===== src/rtl/sfd_pkg.sv =====
package sfd_pkg;

  localparam int unsigned FRAME_LEN_CAP = 65536;
  localparam int unsigned CFG_IDX_W     = 8;
  localparam int unsigned CFG_DATA_W    = 32;

  localparam logic [7:0]  HEAD_RST    = 8'hFF;
  localparam logic [7:0]  TAIL_RST    = 8'hFE;
  localparam logic [31:0] VERIFY_RST  = 32'h4142_4344;
  localparam logic [16:0] MAX_LEN_RST = 17'd65536;

  // positions of the fixed header fields
  localparam logic [15:0] POS_LAST_VERIFY = 16'd4;
  localparam logic [15:0] POS_SEQ         = 16'd5;
  localparam logic [15:0] POS_CMD         = 16'd6;
  localparam logic [15:0] POS_LEN0        = 16'd7;
  localparam logic [15:0] POS_LEN1        = 16'd8;
  localparam logic [15:0] POS_LEN2        = 16'd9;
  localparam logic [15:0] POS_LEN3        = 16'd10;
  localparam logic [15:0] POS_PAYLOAD     = 16'd11;
  localparam logic [16:0] FRAME_OVERHEAD  = 17'd12;

  typedef enum logic [CFG_IDX_W-1:0] {
    CFG_HEAD    = 8'd0,
    CFG_TAIL    = 8'd1,
    CFG_VERIFY  = 8'd2,
    CFG_MAX_LEN = 8'd3
  } cfg_idx_e;

  typedef enum logic [3:0] {
    PH_HUNT   = 4'b0001,
    PH_VERIFY = 4'b0010,
    PH_HEADER = 4'b0100,
    PH_BODY   = 4'b1000
  } phase_e;

  typedef enum logic [2:0] {
    EV_OUT     = 3'd0,
    EV_IN      = 3'd1,
    EV_GOOD    = 3'd2,
    EV_BADTAIL = 3'd3,
    EV_LONG    = 3'd4
  } event_e;

  typedef struct packed {
    logic [7:0]  head_byte;
    logic [7:0]  tail_byte;
    logic [31:0] verify_word;
    logic [16:0] max_frame_bytes;
  } cfg_t;

  typedef struct packed {
    logic [7:0]  out_byte;
    logic [15:0] frame_pos;
    event_e      event_res;
    logic [7:0]  frame_seq;
    logic [7:0]  frame_cmd;
    logic [15:0] payload_len;
  } res_t;

endpackage


===== src/rtl/sfd_if.sv =====
interface sfd_in_if;
  logic       valid;
  logic       ready;
  logic [7:0] in_byte;

  modport source (output valid, output in_byte, input ready);
  modport sink   (input valid, input in_byte, output ready);
endinterface

interface sfd_out_if;
  logic        valid;
  logic        ready;
  logic [7:0]  out_byte;
  logic [15:0] frame_pos;
  logic [2:0]  event_res;
  logic [7:0]  frame_seq;
  logic [7:0]  frame_cmd;
  logic [15:0] payload_len;

  modport source (output valid, output out_byte, output frame_pos, output event_res,
                  output frame_seq, output frame_cmd, output payload_len, input ready);
  modport sink   (input valid, input out_byte, input frame_pos, input event_res,
                  input frame_seq, input frame_cmd, input payload_len, output ready);
endinterface

interface sfd_cfg_if;
  logic                             valid;
  logic                             ready;
  logic [sfd_pkg::CFG_IDX_W-1:0]    index;
  logic [sfd_pkg::CFG_DATA_W-1:0]   data;

  modport source (output valid, output index, output data, input ready);
  modport sink   (input valid, input index, input data, output ready);
endinterface


===== src/rtl/sync_frame_deframer.sv =====
// Frame finder for a received byte stream.
// in_ch   : one received byte per beat (valid/ready).
// out_ch  : one result per input byte, in order: the byte, its offset in the
//           frame, seq, cmd and payload length as far as known, and an event
//           (outside, in frame, good end, bad tail, too long).
// cfg_ch  : register writes (index, data), taken in every cycle; write only
//           while no byte is in flight.
// Path    : an accepted byte is held in the input register, and its result is
//           written to the result register when the byte advances.
// Rate    : one byte per cycle sustained while out_ch is ready; the frame state
//           is updated once per byte as it moves from input to result register.
// Stall   : when out_ch is not ready the result holds, the input register
//           keeps one more byte, then in_ch ready drops until the result goes.
// Reset   : rst_ni clears the frame state to hunting, empties both registers
//           and restores the register defaults (head 0xFF, tail 0xFE,
//           verify "ABCD", 65536-byte frame limit).
module sync_frame_deframer #(
  parameter int unsigned MAX_FRAME_LEN = sfd_pkg::FRAME_LEN_CAP
) (
  input  logic      clk_i,
  input  logic      rst_ni,
  sfd_in_if.sink    in_ch,
  sfd_out_if.source out_ch,
  sfd_cfg_if.sink   cfg_ch
);

  sfd_pkg::cfg_t cfg;
  sfd_pkg::res_t res_d, res_q;

  logic       in_valid_q;
  logic [7:0] byte_q;
  logic       out_valid_q;
  logic       adv;

  assign adv          = in_valid_q && (!out_valid_q || out_ch.ready);
  assign in_ch.ready  = !in_valid_q || adv;

  sfd_cfg u_cfg (
    .clk_i      (clk_i),
    .rst_ni     (rst_ni),
    .wr_valid_i (cfg_ch.valid),
    .wr_ready_o (cfg_ch.ready),
    .wr_index_i (cfg_ch.index),
    .wr_data_i  (cfg_ch.data),
    .cfg_o      (cfg)
  );

  sfd_core #(
    .MAX_FRAME_LEN (MAX_FRAME_LEN)
  ) u_core (
    .clk_i  (clk_i),
    .rst_ni (rst_ni),
    .adv_i  (adv),
    .byte_i (byte_q),
    .cfg_i  (cfg),
    .res_o  (res_d)
  );

  always_ff @(posedge clk_i or negedge rst_ni) begin
    if (!rst_ni) begin
      in_valid_q <= 1'b0;
    end else if (in_ch.ready) begin
      in_valid_q <= in_ch.valid;
    end
  end

  always_ff @(posedge clk_i) begin
    if (in_ch.ready && in_ch.valid) begin
      byte_q <= in_ch.in_byte;
    end
  end

  always_ff @(posedge clk_i or negedge rst_ni) begin
    if (!rst_ni) begin
      out_valid_q <= 1'b0;
    end else if (adv) begin
      out_valid_q <= 1'b1;
    end else if (out_ch.ready) begin
      out_valid_q <= 1'b0;
    end
  end

  always_ff @(posedge clk_i) begin
    if (adv) begin
      res_q <= res_d;
    end
  end

  assign out_ch.valid       = out_valid_q;
  assign out_ch.out_byte    = res_q.out_byte;
  assign out_ch.frame_pos   = res_q.frame_pos;
  assign out_ch.event_res   = res_q.event_res;
  assign out_ch.frame_seq   = res_q.frame_seq;
  assign out_ch.frame_cmd   = res_q.frame_cmd;
  assign out_ch.payload_len = res_q.payload_len;

  a_outside_clean: assert property (@(posedge clk_i) disable iff (!rst_ni)
    out_valid_q && res_q.event_res == sfd_pkg::EV_OUT |->
      res_q.frame_pos == 16'd0 && res_q.payload_len == 16'd0 &&
      res_q.frame_seq == 8'd0 && res_q.frame_cmd == 8'd0)
    else $error("outside-frame result carries frame fields");

  a_good_end_pos: assert property (@(posedge clk_i) disable iff (!rst_ni)
    out_valid_q && res_q.event_res == sfd_pkg::EV_GOOD |->
      res_q.frame_pos == res_q.payload_len + sfd_pkg::POS_PAYLOAD)
    else $error("good end not at the tail position");

  a_too_long_pos: assert property (@(posedge clk_i) disable iff (!rst_ni)
    out_valid_q && res_q.event_res == sfd_pkg::EV_LONG |->
      res_q.frame_pos == sfd_pkg::POS_LEN3 && res_q.payload_len == 16'd0)
    else $error("too-long result away from the last length byte");

  a_hold_input: assert property (@(posedge clk_i) disable iff (!rst_ni)
    in_valid_q && !adv |=> in_valid_q && $stable(byte_q))
    else $error("held input byte lost or changed");

endmodule


===== src/rtl/sfd_cfg.sv =====
module sfd_cfg (
  input  logic                           clk_i,
  input  logic                           rst_ni,
  input  logic                           wr_valid_i,
  output logic                           wr_ready_o,
  input  logic [sfd_pkg::CFG_IDX_W-1:0]  wr_index_i,
  input  logic [sfd_pkg::CFG_DATA_W-1:0] wr_data_i,
  output sfd_pkg::cfg_t                  cfg_o
);

  sfd_pkg::cfg_t cfg_q;

  assign wr_ready_o = 1'b1;
  assign cfg_o      = cfg_q;

  always_ff @(posedge clk_i or negedge rst_ni) begin
    if (!rst_ni) begin
      cfg_q.head_byte       <= sfd_pkg::HEAD_RST;
      cfg_q.tail_byte       <= sfd_pkg::TAIL_RST;
      cfg_q.verify_word     <= sfd_pkg::VERIFY_RST;
      cfg_q.max_frame_bytes <= sfd_pkg::MAX_LEN_RST;
    end else if (wr_valid_i) begin
      // unknown indexes drop the beat
      unique case (wr_index_i)
        sfd_pkg::CFG_HEAD:    cfg_q.head_byte       <= wr_data_i[7:0];
        sfd_pkg::CFG_TAIL:    cfg_q.tail_byte       <= wr_data_i[7:0];
        sfd_pkg::CFG_VERIFY:  cfg_q.verify_word     <= wr_data_i[31:0];
        sfd_pkg::CFG_MAX_LEN: cfg_q.max_frame_bytes <= wr_data_i[16:0];
        default: ;
      endcase
    end
  end

endmodule


===== src/rtl/sfd_core.sv =====
module sfd_core #(
  parameter int unsigned MAX_FRAME_LEN = sfd_pkg::FRAME_LEN_CAP
) (
  input  logic          clk_i,
  input  logic          rst_ni,
  input  logic          adv_i,
  input  logic [7:0]    byte_i,
  input  sfd_pkg::cfg_t cfg_i,
  output sfd_pkg::res_t res_o
);

  localparam int unsigned LIMIT_CAP = (MAX_FRAME_LEN < sfd_pkg::FRAME_LEN_CAP) ?
                                      MAX_FRAME_LEN : sfd_pkg::FRAME_LEN_CAP;
  localparam logic [16:0] CAP = 17'(LIMIT_CAP);

  sfd_pkg::phase_e phase_q, phase_d;
  logic [15:0]     pos_q, pos_d;
  logic [15:0]     len_q, len_d;
  logic            len_hi_q, len_hi_d;
  logic [7:0]      seq_q, seq_d;
  logic [7:0]      cmd_q, cmd_d;

  logic [7:0]  expect_byte;
  logic [16:0] limit;
  logic        too_long;
  logic        at_tail;

  always_comb begin
    unique case (pos_q[1:0])
      2'd1:    expect_byte = cfg_i.verify_word[31:24];
      2'd2:    expect_byte = cfg_i.verify_word[23:16];
      2'd3:    expect_byte = cfg_i.verify_word[15:8];
      default: expect_byte = cfg_i.verify_word[7:0];
    endcase
  end

  assign limit    = (cfg_i.max_frame_bytes < CAP) ? cfg_i.max_frame_bytes : CAP;
  // upper length bytes nonzero always exceed any limit
  assign too_long = len_hi_q || (byte_i != 8'd0) ||
                    (({1'b0, len_q} + sfd_pkg::FRAME_OVERHEAD) > limit);
  assign at_tail  = {1'b0, pos_q} >= ({1'b0, len_q} + {1'b0, sfd_pkg::POS_PAYLOAD});

  always_comb begin
    phase_d  = phase_q;
    pos_d    = pos_q;
    len_d    = len_q;
    len_hi_d = len_hi_q;
    seq_d    = seq_q;
    cmd_d    = cmd_q;

    res_o.out_byte    = byte_i;
    res_o.frame_pos   = '0;
    res_o.event_res   = sfd_pkg::EV_OUT;
    res_o.frame_seq   = '0;
    res_o.frame_cmd   = '0;
    res_o.payload_len = '0;

    unique case (phase_q)
      sfd_pkg::PH_HUNT: begin
        if (byte_i == cfg_i.head_byte) begin
          phase_d         = sfd_pkg::PH_VERIFY;
          pos_d           = 16'd1;
          res_o.event_res = sfd_pkg::EV_IN;
        end
      end
      sfd_pkg::PH_VERIFY: begin
        if (byte_i == expect_byte) begin
          res_o.frame_pos = pos_q;
          res_o.event_res = sfd_pkg::EV_IN;
          pos_d           = pos_q + 16'd1;
          if (pos_q == sfd_pkg::POS_LAST_VERIFY) begin
            phase_d = sfd_pkg::PH_HEADER;
          end
        end else if (byte_i == cfg_i.head_byte) begin
          // restart on a fresh head byte
          pos_d           = 16'd1;
          res_o.event_res = sfd_pkg::EV_IN;
        end else begin
          phase_d = sfd_pkg::PH_HUNT;
          pos_d   = '0;
        end
      end
      sfd_pkg::PH_HEADER: begin
        res_o.frame_pos = pos_q;
        res_o.event_res = sfd_pkg::EV_IN;
        if (pos_q == sfd_pkg::POS_SEQ)  seq_d = byte_i;
        if (pos_q == sfd_pkg::POS_CMD)  cmd_d = byte_i;
        if (pos_q == sfd_pkg::POS_LEN0) len_d[7:0]  = byte_i;
        if (pos_q == sfd_pkg::POS_LEN1) len_d[15:8] = byte_i;
        if (pos_q == sfd_pkg::POS_LEN2) len_hi_d    = byte_i != 8'd0;
        res_o.frame_seq = seq_d;
        res_o.frame_cmd = cmd_d;
        if (pos_q == sfd_pkg::POS_LEN3) begin
          if (too_long) begin
            res_o.event_res = sfd_pkg::EV_LONG;
            phase_d  = sfd_pkg::PH_HUNT;
            pos_d    = '0;
            len_d    = '0;
            len_hi_d = 1'b0;
            seq_d    = '0;
            cmd_d    = '0;
          end else begin
            res_o.payload_len = len_q;
            phase_d           = sfd_pkg::PH_BODY;
            pos_d             = sfd_pkg::POS_PAYLOAD;
          end
        end else begin
          pos_d = pos_q + 16'd1;
        end
      end
      sfd_pkg::PH_BODY: begin
        res_o.frame_pos   = pos_q;
        res_o.frame_seq   = seq_q;
        res_o.frame_cmd   = cmd_q;
        res_o.payload_len = len_q;
        if (at_tail) begin
          res_o.event_res = (byte_i == cfg_i.tail_byte) ? sfd_pkg::EV_GOOD :
                                                          sfd_pkg::EV_BADTAIL;
          phase_d  = sfd_pkg::PH_HUNT;
          pos_d    = '0;
          len_d    = '0;
          len_hi_d = 1'b0;
          seq_d    = '0;
          cmd_d    = '0;
        end else begin
          res_o.event_res = sfd_pkg::EV_IN;
          pos_d           = pos_q + 16'd1;
        end
      end
      default: begin
        phase_d  = sfd_pkg::PH_HUNT;
        pos_d    = '0;
        len_d    = '0;
        len_hi_d = 1'b0;
        seq_d    = '0;
        cmd_d    = '0;
      end
    endcase
  end

  always_ff @(posedge clk_i or negedge rst_ni) begin
    if (!rst_ni) begin
      phase_q  <= sfd_pkg::PH_HUNT;
      pos_q    <= '0;
      len_q    <= '0;
      len_hi_q <= 1'b0;
      seq_q    <= '0;
      cmd_q    <= '0;
    end else if (adv_i) begin
      phase_q  <= phase_d;
      pos_q    <= pos_d;
      len_q    <= len_d;
      len_hi_q <= len_hi_d;
      seq_q    <= seq_d;
      cmd_q    <= cmd_d;
    end
  end

endmodule


===== src/flat_wrapper.sv =====
// flat-port wrapper written by rule: the top's interface ports become plain ports
module sync_frame_deframer_flat 
#(
  parameter int unsigned MAX_FRAME_LEN = sfd_pkg::FRAME_LEN_CAP
)
  (clk_i, rst_ni, in_ch_valid, in_ch_in_byte, in_ch_ready, out_ch_valid, out_ch_out_byte, out_ch_frame_pos, out_ch_event_res, out_ch_frame_seq, out_ch_frame_cmd, out_ch_payload_len, out_ch_ready, cfg_ch_valid, cfg_ch_index, cfg_ch_data, cfg_ch_ready);
  sfd_in_if in_ch_i ();
  sfd_out_if out_ch_i ();
  sfd_cfg_if cfg_ch_i ();
  input  logic clk_i;
  input  logic rst_ni;
  input wire logic [$bits(in_ch_i.valid)-1:0] in_ch_valid;
  input wire logic [$bits(in_ch_i.in_byte)-1:0] in_ch_in_byte;
  output wire logic [$bits(in_ch_i.ready)-1:0] in_ch_ready;
  output wire logic [$bits(out_ch_i.valid)-1:0] out_ch_valid;
  output wire logic [$bits(out_ch_i.out_byte)-1:0] out_ch_out_byte;
  output wire logic [$bits(out_ch_i.frame_pos)-1:0] out_ch_frame_pos;
  output wire logic [$bits(out_ch_i.event_res)-1:0] out_ch_event_res;
  output wire logic [$bits(out_ch_i.frame_seq)-1:0] out_ch_frame_seq;
  output wire logic [$bits(out_ch_i.frame_cmd)-1:0] out_ch_frame_cmd;
  output wire logic [$bits(out_ch_i.payload_len)-1:0] out_ch_payload_len;
  input wire logic [$bits(out_ch_i.ready)-1:0] out_ch_ready;
  input wire logic [$bits(cfg_ch_i.valid)-1:0] cfg_ch_valid;
  input wire logic [$bits(cfg_ch_i.index)-1:0] cfg_ch_index;
  input wire logic [$bits(cfg_ch_i.data)-1:0] cfg_ch_data;
  output wire logic [$bits(cfg_ch_i.ready)-1:0] cfg_ch_ready;
  assign in_ch_i.valid = in_ch_valid;
  assign in_ch_i.in_byte = in_ch_in_byte;
  assign in_ch_ready = in_ch_i.ready;
  assign out_ch_valid = out_ch_i.valid;
  assign out_ch_out_byte = out_ch_i.out_byte;
  assign out_ch_frame_pos = out_ch_i.frame_pos;
  assign out_ch_event_res = out_ch_i.event_res;
  assign out_ch_frame_seq = out_ch_i.frame_seq;
  assign out_ch_frame_cmd = out_ch_i.frame_cmd;
  assign out_ch_payload_len = out_ch_i.payload_len;
  assign out_ch_i.ready = out_ch_ready;
  assign cfg_ch_i.valid = cfg_ch_valid;
  assign cfg_ch_i.index = cfg_ch_index;
  assign cfg_ch_i.data = cfg_ch_data;
  assign cfg_ch_ready = cfg_ch_i.ready;
  sync_frame_deframer #(.MAX_FRAME_LEN(MAX_FRAME_LEN)) u_core (.clk_i(clk_i), .rst_ni(rst_ni), .in_ch(in_ch_i), .out_ch(out_ch_i), .cfg_ch(cfg_ch_i));
endmodule

===== config.mk =====
export PLATFORM = sky130hd
export DESIGN_NAME = sync_frame_deframer_flat
export DESIGN_NICKNAME = d
export VERILOG_FILES = /design/src/rtl/sfd_pkg.sv /design/src/rtl/sfd_if.sv /design/src/rtl/sync_frame_deframer.sv /design/src/rtl/sfd_cfg.sv /design/src/rtl/sfd_core.sv /design/src/flat_wrapper.sv
export SDC_FILE = /design/constraint.sdc
export NUM_CORES = 1
export LEC_CHECK = 0
export BUFFER_PORTS_ARGS = -buffer_cell sky130_fd_sc_hd__buf_4
export CAP_MARGIN = 20
export CORE_MARGIN = 4
export CORE_UTILIZATION = 40
export DETAILED_ROUTE_END_ITERATION = 6
export GPL_TIMING_DRIVEN = 0
export SLEW_MARGIN = 20
export SYNTH_ARGS = -nofsm -noshare
export SYNTH_HDL_FRONTEND = slang
export SYNTH_SLANG_ARGS = --single-unit

===== constraint.sdc =====
create_clock -name clk_i -period 9.8 [get_ports clk_i]
set_input_delay 1.96 -clock clk_i [delete_from_list [all_inputs] [get_ports clk_i]]
set_output_delay 1.96 -clock clk_i [all_outputs]
set_load 0.01 [all_outputs]

## Word level (Yosys, flattened, before mapping)

Index checks and enable logic that the tools add are counted.

| operators by class | value |
|---|---|
| add/subtract/negate cells | 3 |
| $mul | 0 |
| divide/modulo/power cells | 0 |
| $lt $le $gt $ge | 3 |
| equal/unequal tests | 25 |
| shift-type cells | 0 |
| mux-type cells | 51 |
| bitwise operators | 1 |
| reduce and logical (&&, ||, !) cells | 20 |

Operators with widths:

| operator | count |
|---|---|
| $mux W16 | 10 |
| $mux W8 | 9 |
| $pmux W8 S3 | 3 |
| $eq A16 B3 Y1 const B | 4 |
| $pmux W16 S4 | 1 |
| $pmux W32 S2 | 1 |
| $eq A16 B4 Y1 const B | 3 |
| $pmux W16 S3 | 1 |
| $add A16 B4 Y17 const B | 2 |
| $mux W4 | 8 |
| $pmux W16 S2 | 1 |
| $eq A8 B8 Y1 | 3 |
| $ge A16 B17 Y1 | 1 |
| $gt A17 B17 Y1 | 1 |
| $lt A17 B17 Y1 const B | 1 |
| $mux W17 | 1 |
| $add A16 B1 Y16 const B | 1 |
| $eq A8 B2 Y1 const B | 2 |
| $pmux W4 S4 | 1 |
| $pmux W3 S4 | 1 |
| $mux W1 | 10 |
| $reduce_and A2 Y1 | 5 |
| $eq A8 B1 Y1 const B | 1 |
| $logic_not A8 Y1 | 1 |
| other kinds (20) | 31 |

| word-level totals | value |
|---|---|
| register bits after elaboration | 187 |
| latch bits | 0 |
| bits in writable memories | 0 |
| memory bits (read-only) | 0 |
| output and inout bits | 62 |
| logic and storage cells | 122 |
| memories kept | 0 |

## Longest topological paths before layout

| logic depth | value |
|---|---|
| depth in word-level cells | 7 |
| gate-level depth with buffers | 18 |
| gate-level depth less buffers | 16 |

## By module

From an unflattened synthesis, not the netlist that was laid out.

| second synthesis, totals | value |
|---|---|
| cell total of the unflattened synthesis | 831 |
| area, all modules | 9,993.3 sq um |

Modules (own cells, without submodules):

| module | instances | cells an instance | area an instance (sq um) |
|---|---|---|---|
| sfd_core | 1 | 612 | 5,186.2 |
| sfd_cfg | 1 | 144 | 2,691.3 |
| sync_frame_deframer | 1 | 75 | 2,115.8 |

## Worst setup path before layout

No wires, ideal clock.

| timing path | value |
|---|---|
| path type | input to register |
| from | input out_ch_ready |
| to | register u_core.u_core.phase_q[1] |
| setup time | 0.125 ns |
| data arrival time | 4.341 ns |
| required time | 9.675 ns |
| setup slack | 5.335 ns |
| stages on the path | 7 |
| path through | nand2b_1 > nand2_1 > inv_1 > nand2_1 > a211oi_1 > nand3b_1 > mux2_2 |

| between the ends | value |
|---|---|
| longest elaborated chain between the ends | 3 |

Ends and longest elaborated chain:

| item | RTL line | text |
|---|---|---|
| start: declaration | flat_wrapper.sv:22 | `input wire logic [$bits(out_ch_i.ready)-1:0] out_ch_ready;` |
| $logic_or A1 B1 Y1 | sync_frame_deframer.sv:35 | `assign adv = in_valid_q && (!out_valid_q \|\| out_ch.ready);` |
| $logic_and A1 B1 Y1 | sync_frame_deframer.sv:35 |  |
| net u_core.adv | sync_frame_deframer.sv:33 | `logic adv;` |
| $reduce_and A6 Y1 (no source line) | - |  |
| end signal: assignment | sfd_core.sv:143 | `phase_q <= sfd_pkg::PH_HUNT;` |
| end signal: assignment | sfd_core.sv:150 | `phase_q <= phase_d;` |
| end: declaration | sfd_core.sv:16 | `sfd_pkg::phase_e phase_q, phase_d;` |

The timed path passes the listed nets, and every way through them passes these cells.
A chain may end at the register's enable or synchronous reset.

## Worst setup path in the final report

| timing path | value |
|---|---|
| from | input out_ch_ready |
| to | output in_ch_ready |

| between the ends | value |
|---|---|
| longest elaborated chain between the ends | 3 |

Ends and longest elaborated chain:

| item | RTL line | text |
|---|---|---|
| $logic_or A1 B1 Y1 | sync_frame_deframer.sv:35 |  |
| $logic_and A1 B1 Y1 | sync_frame_deframer.sv:35 |  |
| $logic_or A1 B1 Y1 | sync_frame_deframer.sv:36 | `assign in_ch.ready = !in_valid_q \|\| adv;` |
| end: declaration | flat_wrapper.sv:14 | `output wire logic [$bits(in_ch_i.ready)-1:0] in_ch_ready;` |

Every way passes these cells.

==> flow_summary.json <==
{
  "status": "finished, final reports clean",
  "place.gp.congestion": 0.830,
  "fin_worst_skew_ns": 0.0176,
  "fill_cells": 2179,
  "seq_area_frac_synth_pct": 52.5,
  "synth_cell_types": 67,
  "netlist_instances": 787,
  "cpMaxStageDelayCell": "nand3b_1",
  "critPathLaunch": "out_ch_ready",
  "syn_nets": 881,
  "synth-seq-cells": 187,
  "insertion_delay_ns": 0.45,
  "drtIter0Drc": 331,
  "rr_worst_depth": 16,
  "ant_nets": 0,
  "yosysWarningCount": 0,
  "path_class": "primary input to output port",
  "die_h_um": 163,
  "tightest_slew_ns": 0.786,
  "cp_cell_sequence": "buf_4 -> nand3b_1 -> buf_4",
  "port_buffers": 113,
  "relSlewSlack_pct": 47.5,
  "drv_cap": 0,
  "htree_num_levels": 4,
  "power.leakage_nw": 5.03,
  "r2r_slack_ns": 5.61,
  "die_area_mm2": 0.0266,
  "wl_per_cell_um": 18.3,
  "slowest_delay_ns": 0.18,
  "drive_gt1_share_pct": 31.3,
  "cts_tree": "built",
  "grt_pass1_vias": 6483,
  "setup_tns_ns": 0,
  "arrival_ns": 2.41,
  "antenna_found_initial": 0,
  "crit_cells": 3,
  "drv_slew": 0,
  "avgSynthCellArea_um2": 12.2,
  "grt_max_degree": 88,
  "drt-pass1-iter-count": 7,
  "worstPathMaxFanout": 3,
  "cp-end-kind": "output port",
  "rsz0062_at_grt": "false",
  "required_ns": 7.84,
  "dpl.hpwl_um": 16500,
  "drc_errors": 0,
  "worst_path_dominant_cell_family": "buffers and inverters",
  "worst_hold_slack_ns": 0.447,
  "reg2reg_to": "u_core.out_ch.payload_len[2]",
  "crit_path_end": "in_ch_ready",
  "die_w_um": 163,
  "numCtsBuffers": 17,
  "final_area_mm2": 0.0115,
  "grt_util_all_layers_pct": 17.7,
  "cts_root_buf": "clkbuf_16",
  "rows": 56,
  "critPathMostFrequentCell": "buf_4",
  "fin_crit_ns": 4.37,
  "cp-start-kind": "primary input",
  "postCtsSetupRepairBufs": 0,
  "synth_edf_count": 67,
  "fmax_ghz": 0.229,
  "start_util_pct": 40.9,
  "placed_area_mm2": 0.0109,
  "post_cts_resized": 0,
  "hold_path.class": "flop to flop",
  "finalWirelength_um": 22900,
  "ctsLongestPathBuffers": 2,
  "path_clk_slew_ns": 0.08,
  "ys.flop_type": "dfrtp_1",
  "io_pins": 115,
  "async_flop_share_pct": 64.2,
  "syn_to_final_growth_pct": 19.9,
  "finalSetupViolations": 0,
  "cts.sinks": 187,
  "synthesis.area_mm2": 0.00962,
  "holdBufCountCts": 0,
  "hold_viol_final": 0,
  "powerDensity_mw_per_mm2": 158,
  "r2r-start": "u_core.u_core.len_q[3]",
  "viasPerCell": 5.15,
  "cp_num_buf_inv": 2,
  "vias": 6450,
  "core_area_mm2": 0.0235,
  "grt_overflow": 0,
  "finalCritPeriodShare_pct": 44.6,
  "grt_pass1_wl_um": 36100,
  "vdd_drop_max_mv": 0.115,
  "fin_nets": 1015,
  "num_antenna_cells": 0
}
[worst min path at each step]
stage / startpoint / to / slack [ns] / cells after the start
6_report: u_core.byte_q[1] / u_core.out_ch.out_byte[1] / 0.45 / 0
4_1_cts: u_core.byte_q[1] / u_core.out_ch.out_byte[1] / 0.45 / 0
3_3_place_gp: u_core.byte_q[1] / u_core.out_ch.out_byte[1] / 0.43 / 0
3_5_place_dp: u_core.byte_q[1] / u_core.out_ch.out_byte[1] / 0.43 / 0
5_1_grt: u_core.byte_q[1] / u_core.out_ch.out_byte[1] / 0.45 / 0
2_1_floorplan: u_core.byte_q[0] / u_core.out_ch.out_byte[0] / 0.42 / 0
[sequential cells by signal, summed over array words and instances, names as in the netlist, 16 cells and up]
name / cells
u_core.u_core.pos_q: 16
u_core.out_ch.frame_pos: 16
u_core.u_core.len_q: 16
u_core.out_ch.payload_len: 16
u_core.u_cfg.cfg_o: 65
[per-layer routing]
metal / vias up / global-route usage [%] / wire length, um
met5: - / 0 / 0
met3: 28 / 3.18 / 1020
met4: 0 / 5.72 / 405
met1: 3114 / 25.1 / 10900
li1: 3144 / - / -
met2: 164 / 27.6 / 10600
[cells by family after synthesis]
family                   after synthesis  synth area share (%)
adder cells (fa/ha/maj)               41                  5.33
AO/OA/AOI/OAI                        125                  10.0
multiplexers                          93                  10.6
buffers and inverters                 59                  3.33
other                                  1                0.0390
AND/OR/NAND/NOR                      230                  13.6
XOR/XNOR                              51                  4.64
flip-flops                           187                  52.5
[cell usage in the layout (no fill, tap or decap), types with 3 or more instances in the layout]
cell type  Yosys  routed
mux2i_1       24      24
nand4_1       14      14
buf_4          2     114
xor2_1        20      20
a22o_1        34      34
buf_2          9       9
dfstp_2       26      26
a222oi_1       8       8
nand2_1       54      54
nor3_4         4       4
nor2b_1       29      29
a31oi_1        6       6
nand3b_1       4       4
o21ai_1        5       5
edfxtp_1      67      67
inv_6          0       3
nor3_1         7       7
inv_8          0       4
dfrtp_1       94      94
or4b_2         3       3
or3_1          3       3
and3_1         9       9
mux2_2        69      69
nor3b_1        6       6
nor4_1         9       9
buf_6          8       8
nor2_1        49      49
nand3_1       10      10
a21o_1        12      12
inv_1         23      22
nand2b_1       7       7
and2_1         5       5
xnor2_1       31      31
clkbuf_16      0      17
a21oi_1       21      21
o21ai_0       15      15
clkbuf_1      14      14
clkinv_8       0       3
ha_1          41      41
[metrics by stage]
step	power [mW]	utilization [%]	setup slack [ns]	std cells
after global placement	1.13	46.2	4.12	1219
after detailed placement	1.13	46.4	5.43	1221
after floorplan	1.03	-	5.33	787
after CTS	1.85	49.0	5.42	1253
after global routing	1.90	49.0	5.28	1253
final	1.83	49.0	5.43	1253
[cell usage after synthesis, drive strengths merged, types with 3 or more instances]
| cell type | number | area [um^2] |
|---|---|---|
| a21o | 12 | 90.1 |
| a21oi | 23 | 123 |
| a222oi | 8 | 80.1 |
| a22o | 34 | 298 |
| a31oi | 6 | 37.5 |
| and2 | 5 | 31.3 |
| and2b | 3 | 25.0 |
| and3 | 10 | 63.8 |
| buf | 20 | 154 |
| clkbuf | 16 | 80.1 |
| dfrtp | 94 | 2350 |
| dfstp | 26 | 683 |
| edfxtp | 67 | 2010 |
| ha | 41 | 513 |
| inv | 23 | 86.3 |
| mux2 | 69 | 777 |
| mux2i | 24 | 240 |
| nand2 | 54 | 203 |
| nand2b | 7 | 43.8 |
| nand3 | 10 | 50.1 |
| nand3b | 4 | 30.0 |
| nand4 | 14 | 87.6 |
| nor2 | 51 | 224 |
| nor2b | 29 | 181 |
| nor3 | 12 | 110 |
| nor3b | 8 | 70.1 |
| nor4 | 10 | 68.8 |
| o2111ai | 3 | 32.5 |
| o21ai | 20 | 100 |
| o21bai | 4 | 48.8 |
| or3 | 3 | 18.8 |
| or4b | 5 | 50.1 |
| xnor2 | 31 | 272 |
| xor2 | 20 | 175 |
[power by group]
group | leakage (nW) | switching (mW) | internal [mW] | total, mW
clock network | 0.294 | 0.345 | 0.366 | 0.711
registers | 2.23 | 0.0195 | 0.854 | 0.873
logic | 2.51 | 0.141 | 0.101 | 0.242
[area by class of cell]
cell class              instances  area [um^2]  share of cell area (%)
flip-flops and latches        187         5050                    43.8
multi-input cells             541         4250                    36.9
repair buffers                115          903                    7.84
clock buffers                  17          425                    3.69
well taps                     319          399                    3.46
plain buffers                  36          234                    2.03
clock inverters                15          180                    1.56
inverters                      23         88.8                   0.771
Note: power is estimated with default switching activity, not from simulation.
